==> config.mk <==
export PLATFORM = sky130hd
export DESIGN_NAME = bankers_resource_allocator_core
export DESIGN_NICKNAME = d
export VERILOG_FILES = /design/src/rtl/bra_pkg.sv /design/src/rtl/bra_queue.sv /design/src/rtl/bra_front.sv /design/src/rtl/bra_back.sv /design/src/rtl/bankers_resource_allocator_core.sv
export SDC_FILE = /design/constraint.sdc
export NUM_CORES = 2
export LEC_CHECK = 0
export BUFFER_PORTS_ARGS = -buffer_cell sky130_fd_sc_hd__buf_2
export CORE_ASPECT_RATIO = 2
export CORE_MARGIN = 4
export CORE_UTILIZATION = 50
export CTS_CLUSTER_SIZE = 12
export DETAILED_ROUTE_END_ITERATION = 7
export GPL_ROUTABILITY_DRIVEN = 0
export HOLD_SLACK_MARGIN = 0.08
export PLACE_DENSITY_LB_ADDON = 0.1
export SLEW_MARGIN = 5
export SYNTH_ARGS = -nofsm -noshare
export SYNTH_HDL_FRONTEND = slang
export SYNTH_SLANG_ARGS = --single-unit
==> constraint.sdc <==
create_clock -name clk -period 13.3 [get_ports clk]
set_clock_uncertainty 0.05 [all_clocks]
set_input_delay 3.325 -clock clk [delete_from_list [all_inputs] [get_ports clk]]
set_output_delay 3.325 -clock clk [all_outputs]
set_load 0.05 [all_outputs]
==> src/rtl/bra_pkg.sv <==
// Package for the banker's resource allocator.
// Operation, status and register codes, shared types. No dependencies.
`timescale 1ns / 1ps
package bra_pkg;

	localparam logic [2:0] FUNC_CONNECT    = 3'd0;
	localparam logic [2:0] FUNC_DISCONNECT = 3'd1;
	localparam logic [2:0] FUNC_CLAIM      = 3'd2;
	localparam logic [2:0] FUNC_REQUEST    = 3'd3;
	localparam logic [2:0] FUNC_RELEASE    = 3'd4;

	localparam logic [2:0] ST_OK      = 3'd0;
	localparam logic [2:0] ST_BAD     = 3'd1;
	localparam logic [2:0] ST_UNAVAIL = 3'd2;
	localparam logic [2:0] ST_UNSAFE  = 3'd3;
	localparam logic [2:0] ST_EXCEEDS = 3'd4;

	localparam logic [1:0] CFG_THREADS   = 2'd0;
	localparam logic [1:0] CFG_RESOURCES = 2'd1;
	localparam logic [1:0] CFG_AVOID     = 2'd2;

	localparam logic [4:0] THREADS_RESET   = 5'd16;
	localparam logic [3:0] RESOURCES_RESET = 4'd8;

	localparam int HDR_W = 7;

	typedef struct packed {
		logic [4:0] thread_count;
		logic [3:0] resource_count;
		logic       avoid_enable;
	} cfg_t;

	typedef struct packed {
		logic [2:0] func;
		logic [3:0] thread;
	} op_hdr_t;

	typedef enum logic [2:0] {
		B_IDLE,
		B_CHECK,
		B_EXEC,
		B_SCAN_RD,
		B_SCAN_EV,
		B_SCAN_END,
		B_DONE
	} back_state_t;

endpackage

==> src/rtl/bra_queue.sv <==
// Two-entry operation queue between front and back.
// Depends on nothing.
`timescale 1ns / 1ps
module bra_queue #(
	parameter int WIDTH = 8
) (
	input  logic             clk,
	input  logic             arst_n,
	input  logic             push,
	input  logic [WIDTH-1:0] push_data,
	output logic             full,
	input  logic             pop,
	output logic             q_valid,
	output logic [WIDTH-1:0] q_data
);
	logic [WIDTH-1:0] ent_q [2];
	logic             wr_q, rd_q;
	logic [1:0]       cnt_q;

	assign full    = (cnt_q == 2'd2);
	assign q_valid = (cnt_q != 2'd0);
	assign q_data  = ent_q[rd_q];

	always_ff @(posedge clk) begin
		if (push && !full) ent_q[wr_q] <= push_data;
	end

	always_ff @(posedge clk or negedge arst_n) begin
		if (!arst_n) begin
			wr_q  <= 1'b0;
			rd_q  <= 1'b0;
			cnt_q <= 2'd0;
		end else begin
			if (push && !full) wr_q <= ~wr_q;
			if (pop && q_valid) rd_q <= ~rd_q;
			cnt_q <= cnt_q + 2'(push && !full) - 2'(pop && q_valid);
		end
	end

	a_no_pop_empty: assert property (@(posedge clk) disable iff (!arst_n)
		pop |-> q_valid) else $error("pop from empty queue");
	a_no_push_full: assert property (@(posedge clk) disable iff (!arst_n)
		push |-> !full) else $error("push into full queue");
	a_cnt_range: assert property (@(posedge clk) disable iff (!arst_n)
		cnt_q <= 2'd2) else $error("queue count out of range");

endmodule

==> src/rtl/bra_front.sv <==
// Front end: collects element items into a pending vector, queues operations.
// Depends on bra_pkg.
`timescale 1ns / 1ps
module bra_front import bra_pkg::*; #(
	parameter int MAX_RESOURCES = 8
) (
	input  logic                                 clk,
	input  logic                                 arst_n,
	input  logic                                 item_valid,
	output logic                                 item_stall,
	input  logic [2:0]                           func,
	input  logic [3:0]                           thread,
	input  logic [2:0]                           resource,
	input  logic [3:0]                           amount,
	input  logic                                 last,
	input  logic                                 q_full,
	output logic                                 push,
	output logic [HDR_W+MAX_RESOURCES*4-1:0]     push_data
);
	localparam int RW = (MAX_RESOURCES > 1) ? $clog2(MAX_RESOURCES) : 1;

	logic [MAX_RESOURCES-1:0][3:0] pend_q, merged;
	logic                          take;
	op_hdr_t                       hdr;

	assign item_stall = q_full;
	assign take       = item_valid && !q_full;

	always_comb begin
		merged = pend_q;
		if (32'(resource) < MAX_RESOURCES) merged[RW'(resource)] = amount;
	end

	assign hdr.func   = func;
	assign hdr.thread = thread;
	assign push       = take && last && (func <= FUNC_RELEASE);
	assign push_data  = {hdr, merged};

	always_ff @(posedge clk or negedge arst_n) begin
		if (!arst_n) begin
			pend_q <= '0;
		end else if (take) begin
			if (last) pend_q <= '0;
			else pend_q <= merged;
		end
	end

endmodule

==> src/rtl/bra_back.sv <==
// Back end: executes queued operations on the allocation and claim tables,
// runs the safety check and holds the result register. Depends on bra_pkg.
`timescale 1ns / 1ps
module bra_back import bra_pkg::*; #(
	parameter int MAX_THREADS   = 16,
	parameter int MAX_RESOURCES = 8
) (
	input  logic                             clk,
	input  logic                             arst_n,
	input  cfg_t                             cfg,
	input  logic                             q_valid,
	input  logic [HDR_W+MAX_RESOURCES*4-1:0] q_data,
	output logic                             pop,
	output logic                             result_valid,
	input  logic                             result_stall,
	output logic [2:0]                       status,
	output logic [3:0]                       thread_echo
);
	localparam int TW = (MAX_THREADS > 1) ? $clog2(MAX_THREADS) : 1;
	localparam int CW = $clog2(MAX_THREADS + 1);
	localparam int R  = MAX_RESOURCES;

	typedef logic [R-1:0][3:0] row_t;

	back_state_t state_q, state_d;

	row_t                  claim_mem [MAX_THREADS];
	row_t                  alloc_mem [MAX_THREADS];
	row_t                  claim_rd_q, alloc_rd_q;
	logic                  rvld_rd_q;
	logic [MAX_THREADS-1:0] row_vld_q;
	logic [MAX_THREADS-1:0] conn_q;
	logic [MAX_THREADS-1:0] fin_q;
	logic [R-1:0][3:0]     avail_q;
	logic [R-1:0][7:0]     work_q;
	op_hdr_t               op_q;
	row_t                  pend_q, nalloc_q;
	logic [2:0]            st_q;
	logic [CW-1:0]         xidx_q;
	logic                  prog_q;
	logic                  res_valid_q;
	logic [2:0]            res_status_q;
	logic [3:0]            res_thread_q;

	logic [CW-1:0]  eff_tc;
	logic [R-1:0]   use_r;
	logic [TW-1:0]  tidx, xaddr, rd_addr, wr_addr;
	logic           wr_en;
	row_t           wr_claim, wr_alloc;
	row_t           row_c, row_a, a_x, a_plus, a_minus, c_new;
	logic           bad_thread, unavail, exceeds, fits, all_fin, out_free;

	assign eff_tc   = (32'(cfg.thread_count) > MAX_THREADS) ? CW'(MAX_THREADS)
	                                                     : CW'(cfg.thread_count);
	assign tidx     = TW'(op_q.thread);
	assign xaddr    = TW'(xidx_q);
	assign out_free = !res_valid_q || !result_stall;
	assign bad_thread = ({1'b0, op_q.thread} >= 5'(eff_tc));

	always_comb begin
		for (int r = 0; r < R; r++)
			use_r[r] = (r < 32'(cfg.resource_count));
	end

	assign row_c = rvld_rd_q ? claim_rd_q : '0;
	assign row_a = rvld_rd_q ? alloc_rd_q : '0;
	assign a_x   = (xaddr == tidx) ? nalloc_q : row_a;

	always_comb begin
		unavail = 1'b0;
		exceeds = 1'b0;
		fits    = 1'b1;
		for (int r = 0; r < R; r++) begin
			a_plus[r]  = use_r[r] ? row_a[r] + pend_q[r] : row_a[r];
			a_minus[r] = use_r[r] ? row_a[r] - pend_q[r] : row_a[r];
			c_new[r]   = use_r[r] ? pend_q[r] : row_c[r];
			if (use_r[r]) begin
				if (pend_q[r] > avail_q[r] ||
				    ({1'b0, pend_q[r]} + {1'b0, row_a[r]}) > {1'b0, row_c[r]})
					unavail = 1'b1;
				if (pend_q[r] > row_a[r]) exceeds = 1'b1;
				if (row_c[r] > a_x[r] && 8'(row_c[r] - a_x[r]) > work_q[r])
					fits = 1'b0;
			end
		end
		all_fin = 1'b1;
		for (int x = 0; x < MAX_THREADS; x++)
			if (x < 32'(eff_tc) && !fin_q[x]) all_fin = 1'b0;
	end

	always_comb begin
		state_d = state_q;
		case (state_q)
			B_IDLE:     if (q_valid) state_d = B_CHECK;
			B_CHECK: begin
				if (bad_thread || op_q.func == FUNC_CONNECT || !conn_q[tidx] ||
				    op_q.func == FUNC_DISCONNECT)
					state_d = B_DONE;
				else
					state_d = B_EXEC;
			end
			B_EXEC: begin
				if (op_q.func == FUNC_REQUEST && !unavail && cfg.avoid_enable)
					state_d = B_SCAN_RD;
				else
					state_d = B_DONE;
			end
			B_SCAN_RD:  state_d = (xidx_q == eff_tc) ? B_SCAN_END : B_SCAN_EV;
			B_SCAN_EV:  state_d = B_SCAN_RD;
			B_SCAN_END: state_d = prog_q ? B_SCAN_RD : B_DONE;
			B_DONE:     if (out_free) state_d = B_IDLE;
			default:    state_d = B_IDLE;
		endcase
	end

	always_comb begin
		pop      = 1'b0;
		rd_addr  = tidx;
		wr_en    = 1'b0;
		wr_addr  = tidx;
		wr_claim = row_c;
		wr_alloc = row_a;
		case (state_q)
			B_IDLE:    pop = q_valid;
			B_SCAN_RD: rd_addr = (xidx_q == eff_tc) ? tidx : xaddr;
			B_EXEC: begin
				if (op_q.func == FUNC_CLAIM) begin
					wr_en    = 1'b1;
					wr_claim = c_new;
				end else if (op_q.func == FUNC_RELEASE) begin
					wr_en    = !exceeds;
					wr_alloc = a_minus;
				end else begin
					wr_en    = !unavail && !cfg.avoid_enable;
					wr_alloc = a_plus;
				end
			end
			B_SCAN_END: begin
				wr_en    = !prog_q && all_fin;
				wr_alloc = nalloc_q;
			end
			default: ;
		endcase
	end

	always_ff @(posedge clk) begin
		if (wr_en) begin
			claim_mem[wr_addr] <= wr_claim;
			alloc_mem[wr_addr] <= wr_alloc;
		end
		if (state_q != B_SCAN_END) begin
			claim_rd_q <= claim_mem[rd_addr];
			alloc_rd_q <= alloc_mem[rd_addr];
		end
	end

	always_ff @(posedge clk) begin
		case (state_q)
			B_IDLE: begin
				op_q   <= op_hdr_t'(q_data[HDR_W+R*4-1 -: HDR_W]);
				pend_q <= row_t'(q_data[R*4-1:0]);
			end
			B_EXEC: begin
				nalloc_q <= a_plus;
				xidx_q   <= '0;
				prog_q   <= 1'b0;
				fin_q    <= '0;
				for (int r = 0; r < R; r++)
					work_q[r] <= 8'(avail_q[r] - pend_q[r]);
			end
			B_SCAN_EV: begin
				xidx_q <= xidx_q + 1'b1;
				if (!fin_q[xaddr] && fits) begin
					fin_q[xaddr] <= 1'b1;
					prog_q       <= 1'b1;
					for (int r = 0; r < R; r++)
						if (use_r[r]) work_q[r] <= work_q[r] + 8'(a_x[r]);
				end
			end
			B_SCAN_END: begin
				prog_q <= 1'b0;
				xidx_q <= '0;
			end
			default: ;
		endcase
	end

	always_ff @(posedge clk or negedge arst_n) begin
		if (!arst_n) begin
			state_q     <= B_IDLE;
			row_vld_q   <= '0;
			rvld_rd_q   <= 1'b0;
			conn_q      <= '0;
			res_valid_q <= 1'b0;
			st_q        <= ST_OK;
			for (int r = 0; r < R; r++) avail_q[r] <= 4'd1;
		end else begin
			state_q <= state_d;
			if (state_q != B_SCAN_END) rvld_rd_q <= row_vld_q[rd_addr];
			if (wr_en) row_vld_q[wr_addr] <= 1'b1;
			if (state_q == B_DONE && out_free) res_valid_q <= 1'b1;
			else if (res_valid_q && !result_stall) res_valid_q <= 1'b0;
			case (state_q)
				B_CHECK: begin
					if (bad_thread) st_q <= ST_BAD;
					else if (op_q.func == FUNC_CONNECT) begin
						st_q         <= ST_OK;
						conn_q[tidx] <= 1'b1;
					end else if (!conn_q[tidx]) st_q <= ST_BAD;
					else begin
						st_q <= ST_OK;
						if (op_q.func == FUNC_DISCONNECT) conn_q[tidx] <= 1'b0;
					end
				end
				B_EXEC: begin
					if (op_q.func == FUNC_RELEASE) begin
						if (exceeds) st_q <= ST_EXCEEDS;
						else for (int r = 0; r < R; r++)
							if (use_r[r])
								avail_q[r] <= (5'(avail_q[r]) + 5'(pend_q[r]) > 5'd15)
									? 4'd15 : avail_q[r] + pend_q[r];
					end else if (op_q.func == FUNC_REQUEST) begin
						if (unavail) st_q <= ST_UNAVAIL;
						else if (!cfg.avoid_enable)
							for (int r = 0; r < R; r++)
								if (use_r[r]) avail_q[r] <= avail_q[r] - pend_q[r];
					end
				end
				B_SCAN_END: begin
					if (!prog_q) begin
						if (all_fin) begin
							for (int r = 0; r < R; r++)
								if (use_r[r]) avail_q[r] <= avail_q[r] - pend_q[r];
						end else begin
							st_q <= ST_UNSAFE;
						end
					end
				end
				default: ;
			endcase
		end
	end

	always_ff @(posedge clk) begin
		if (state_q == B_DONE && out_free) begin
			res_status_q <= st_q;
			res_thread_q <= op_q.thread;
		end
	end

	assign result_valid = res_valid_q;
	assign status       = res_status_q;
	assign thread_echo  = res_thread_q;

endmodule

==> src/rtl/bankers_resource_allocator_core.sv <==
// Banker's-algorithm resource allocator, top level.
// Instantiates bra_front, bra_queue and bra_back; depends on bra_pkg.
// An operation arrives as element items; on the last item an operation with a
// valid function code is queued and the back end answers with one result.
// Connect and disconnect finish after the check step; claim, release and a
// request without avoidance after the execute step. A request with avoidance
// that passes the availability check runs the safety scan through the single
// row-read port of the thread tables, up to threads+1 passes. The front keeps
// taking items while the back works, up to two queued operations.
`timescale 1ns / 1ps
module bankers_resource_allocator_core import bra_pkg::*; #(
	parameter int MAX_THREADS   = 16,
	parameter int MAX_RESOURCES = 8
) (
	input  logic       clk,
	input  logic       arst_n,
	input  logic       cfg_valid,
	output logic       cfg_ready,
	input  logic [1:0] cfg_index,
	input  logic [4:0] cfg_data,
	input  logic       item_valid,
	output logic       item_stall,
	input  logic [2:0] func,
	input  logic [3:0] thread,
	input  logic [2:0] resource,
	input  logic [3:0] amount,
	input  logic       last,
	output logic       result_valid,
	input  logic       result_stall,
	output logic [2:0] status,
	output logic [3:0] thread_echo
);
	localparam int QW = HDR_W + MAX_RESOURCES * 4;

	cfg_t          cfg_q;
	logic          q_full, push, pop, q_valid;
	logic [QW-1:0] push_data, q_data;

	assign cfg_ready = 1'b1;

	always_ff @(posedge clk or negedge arst_n) begin
		if (!arst_n) begin
			cfg_q.thread_count   <= THREADS_RESET;
			cfg_q.resource_count <= RESOURCES_RESET;
			cfg_q.avoid_enable   <= 1'b1;
		end else if (cfg_valid) begin
			case (cfg_index)
				CFG_THREADS:   cfg_q.thread_count   <= cfg_data;
				CFG_RESOURCES: cfg_q.resource_count <= cfg_data[3:0];
				CFG_AVOID:     cfg_q.avoid_enable   <= cfg_data[0];
				default: ;
			endcase
		end
	end

	bra_front #(.MAX_RESOURCES(MAX_RESOURCES)) u_front (
		.clk, .arst_n, .item_valid, .item_stall, .func, .thread, .resource,
		.amount, .last, .q_full, .push, .push_data
	);

	bra_queue #(.WIDTH(QW)) u_queue (
		.clk, .arst_n, .push, .push_data, .full(q_full), .pop, .q_valid, .q_data
	);

	bra_back #(.MAX_THREADS(MAX_THREADS), .MAX_RESOURCES(MAX_RESOURCES)) u_back (
		.clk, .arst_n, .cfg(cfg_q), .q_valid, .q_data, .pop, .result_valid,
		.result_stall, .status, .thread_echo
	);

endmodule
==> results.yml <==
outcome:
  status: "finished, final reports clean"
critical_path:
  critPathMaxFanout: 55
  crit_chain: "xor2_1, nor4_2, buf_4, buf_4, nand2_1, o21ai_0, ha_1, inv_1, fa_1, a21o_1, a21oi_1, ha_1, a21o_1, a21o_1, a21oi_1, o21ai_0, a22oi_1, nand3_1, or4_1, o21ai_0"
  worst-setup-path-type: "flip-flop to flip-flop"
  cp.required_ps: 13610
  cpPeakStageDelay_ps: 1070
  crit_slowest_cell: "o21ai_0"
  path_buf_inv: 3
  crit_path_start_kind: "flip-flop"
  critPathTopFamily: "compound AO/OA/AOI/OAI gates"
  crit_arrival_ps: 7800
  crit_path_end_kind: "flip-flop"
clocking:
  cts.sinks: 1448
  cts_hold_buf: 0
  cts-htree-levels: 4
  cts_tree: "yes"
  cts_max_path_buffers: 4
  ctsResizeCount: 0
  clkLatencyLatePin_ps: 790
  post-cts-setup-buffers: 0
  clockRootBuffer: "clkbuf_16"
  cts_buffers: 150
  clk_pin_slew_ps: 60
logic_synthesis:
  synth_compound_area_frac: 0.104
  synth_warnings: 0
  synth-simple-area-share: 0.135
  ys_types: 79
  synth.top_cells.by_count: "edfxtp_1, nand2_1, ha_1, nand3_1, inv_1"
  yosysTopAreaCell: "edfxtp_1"
  synth_mux_area_frac: 0.0205
  synth_edf_count: 1330
  avgSynthCellArea_um2: 11.8
  ys_seq_area_frac: 0.624
  synth.most_common_cell: "edfxtp_1"
  synthCells: 5808
  synth_top_family_by_area: "simple AND/OR/NAND/NOR gates"
  async_reset_ff_frac: 0.0815
  synthXorXnorAreaFrac: 0.0168
  synth_ff_type: "edfxtp_1"
  netlist_area_um2: 68800
  synth_nets: 6172
  synth-seq-cells: 1448
  synth_top_area_frac: 0.581
  synth_area_leaders: "edfxtp_1, nand2_1, ha_1"
  synth_adder_area_share: 0.0663
place:
  port_buffers: 35
  place_area_um2: 71200
  post-dp-hpwl_mm: 124
  place_ws_ps: 5650
final_layout:
  fin_area_um2: 75400
  drive_above_1_share: 0.0925
  area_delta_synth_final_pct: 9.68
  nets: 6175
  finish.utilization: 0.552
  nFillCells: 11500
timing:
  finalHoldViolations: 0
  final-max-slew-violation-count: 0
  final.setup.tns_ps: 0
  period_minus_slack_ps: 7490
  period_share: 0.564
  rsz0062_at_grt: "false"
  worst_pin_slew_ps: 1290
  slew-limit-headroom: 0.137
  setup_viol: 0
  max_freq_mhz: 133
  fin_ws_ps: 5810
route:
  ant_nets: 0
  route.detailed.drc: 0
  vias: 46500
  wirelength_mm: 196
  vias_per_cell: 6.10
  wl_per_cell_um: 25.8
  drt_iter0_drc: 3801
  firstDrtPassIters: 5
grt:
  grt_usage: 0.267
  antenna_found_initial: 6
  grt_max_degree: 151
  grt.overflow.total: 0
  grt_pass1_vias: 46400
  grt_pass1_wl_mm: 293
power_and_ir_drop:
  p_leak_nw: 28.5
  p_clk_frac: 0.178
  comb_power_share: 0.496
  switchingPower_mw: 9.30
  swShare: 0.430
  ir_worst_vdd_mv: 0.182
  p_seq_frac: 0.326
  power_density_nw_per_um2: 287
  power.internal_mw: 12.3
die:
  core-area_um2: 137000
  die-area_um2: 144000
  io_pins: 37
  fp.dieH_um: 532
  num_rows: 192
  initial_core_util: 0.503
  die_w_um: 270
hold_path:
  hold_path_class: "flip-flop to flip-flop"
job:
  drv_cap: 0
-- sequential cells by signal, summed over array words and instances (netlist names), 5 cells and up, named ones only --
register / cells
u_back.alloc_mem: 512
u_back.claim_rd_q: 32
u_back.row_vld_q: 16
u_front.pend_q: 32
u_back.work_q: 64
u_back.nalloc_q: 32
u_back.fin_q: 16
u_back.claim_mem: 512
u_back.pend_q: 32
u_queue.ent_q: 78
cfg_q: 10
u_back.alloc_rd_q: 32
u_back.avail_q: 32
u_back.xidx_q: 5
-- power by group through the flow --
stage                     Combinational (mW)  Sequential, mW  Clock, mW
after detailed placement                10.7            7.13          0
after floorplan                         7.22            6.92          0
after CTS                               10.7            7.05       3.92
final                                   10.7            7.06       3.84
after global routing                    11.8            7.12       4.09
after global placement                  10.6            7.14          0
-- per-layer routing --
metal  vias to the layer above  wire length (um)  track usage
li1                      21100                 -            -
met1                     23400             75600        0.326
met2                      1535            100000        0.477
met3                       426              9640       0.0270
met4                         0             10600        0.129
met5                         -                 0            0
-- worst register-to-register path, stage by stage (launching register included) --
cell and delay, ps:
edfxtp_1 620, xor2_1 240, nor4_2 440, buf_4 250
buf_4 510, nand2_1 170, o21ai_0 150, ha_1 200
inv_1 60, fa_1 470, a21o_1 200, a21oi_1 330
ha_1 310, a21o_1 160, a21o_1 170, a21oi_1 130
o21ai_0 100, a22oi_1 380, nand3_1 130, or4_1 950
o21ai_0 1070
-- cells by family after synthesis --
logic type      after synthesis
buf+inv                     588
flops                      1448
xor+xnor                    132
mux                         116
other cells                   1
compound gates             1056
simple gates               2130
fa+ha+maj                   337
-- stage by stage --
step	hold slack, ps	power (mW)	cells
after floorplan	374	14.1	5808
after global placement	382	17.7	7405
after detailed placement	391	17.8	7405
after CTS	405	21.7	7619
after global routing	417	23.0	7620
final	403	21.6	7621
-- worst paths after layout --
check	startpoint	endpoint	slack, ps	cells after the start
max in group asynchronous	arst_n	u_queue.rd_q$_DFFE_PN0P_	9240	2
worst max register to register	u_back.xidx_q[0]$_SDFFCE_PN0P_	u_back.work_q[38]$_DFFE_PP_	5810	20
worst max-delay path	u_back.xidx_q[0]$_SDFFCE_PN0P_	u_back.work_q[38]$_DFFE_PP_	5810	20
worst min register to register	u_back.st_q[2]$_DFFE_PN0P_	u_back.status[2]$_DFFE_PP_	400	0
min in group asynchronous	arst_n	u_front.pend_q[9]$_DFFE_PN0P_	2550	1
worst min-delay path	u_back.st_q[2]$_DFFE_PN0P_	u_back.status[2]$_DFFE_PP_	400	0
-- placed cells by master (no fill, tap or decap), types with 10 or more instances in the layout --
master     count
a211oi_1      16
a21o_1        50
a21oi_1      256
a22o_1        32
a22oi_1       16
a311oi_1     192
a31oi_1       81
and3_1       129
buf_2         34
buf_4        131
clkbuf_1      44
clkbuf_16    153
dfrtp_1      105
dfstp_2       11
edfxtp_1    1330
fa_1          46
ha_1         291
inv_1        260
mux2_2        99
mux4_2        10
nand2_1     1295
nand2b_1      23
nand3_1      278
nand4_1       25
nor2_1       192
nor2b_1       44
nor3_1        37
nor3_2        15
o21a_1        50
o21ai_0      191
o21ai_1       16
o21bai_1      13
o221ai_1      19
o31ai_1       17
o32a_1        16
or2_2         20
or3_1         13
xnor2_1       69
xor2_1        63
-- layout make-up --
class | instances | area, um^2 | area share
multi-input cells | 3772 | 23800 | 0.315
diodes | 2 | 5.00 | 0.0000664
clock buffers | 200 | 4040 | 0.0535
flip-flops and latches | 1448 | 42900 | 0.569
clock inverters | 14 | 176 | 0.00234
repair buffers | 175 | 1350 | 0.0178
well taps | 1746 | 2180 | 0.0290
inverters | 264 | 993 | 0.0132
Power figures use the tool's default switching activity.
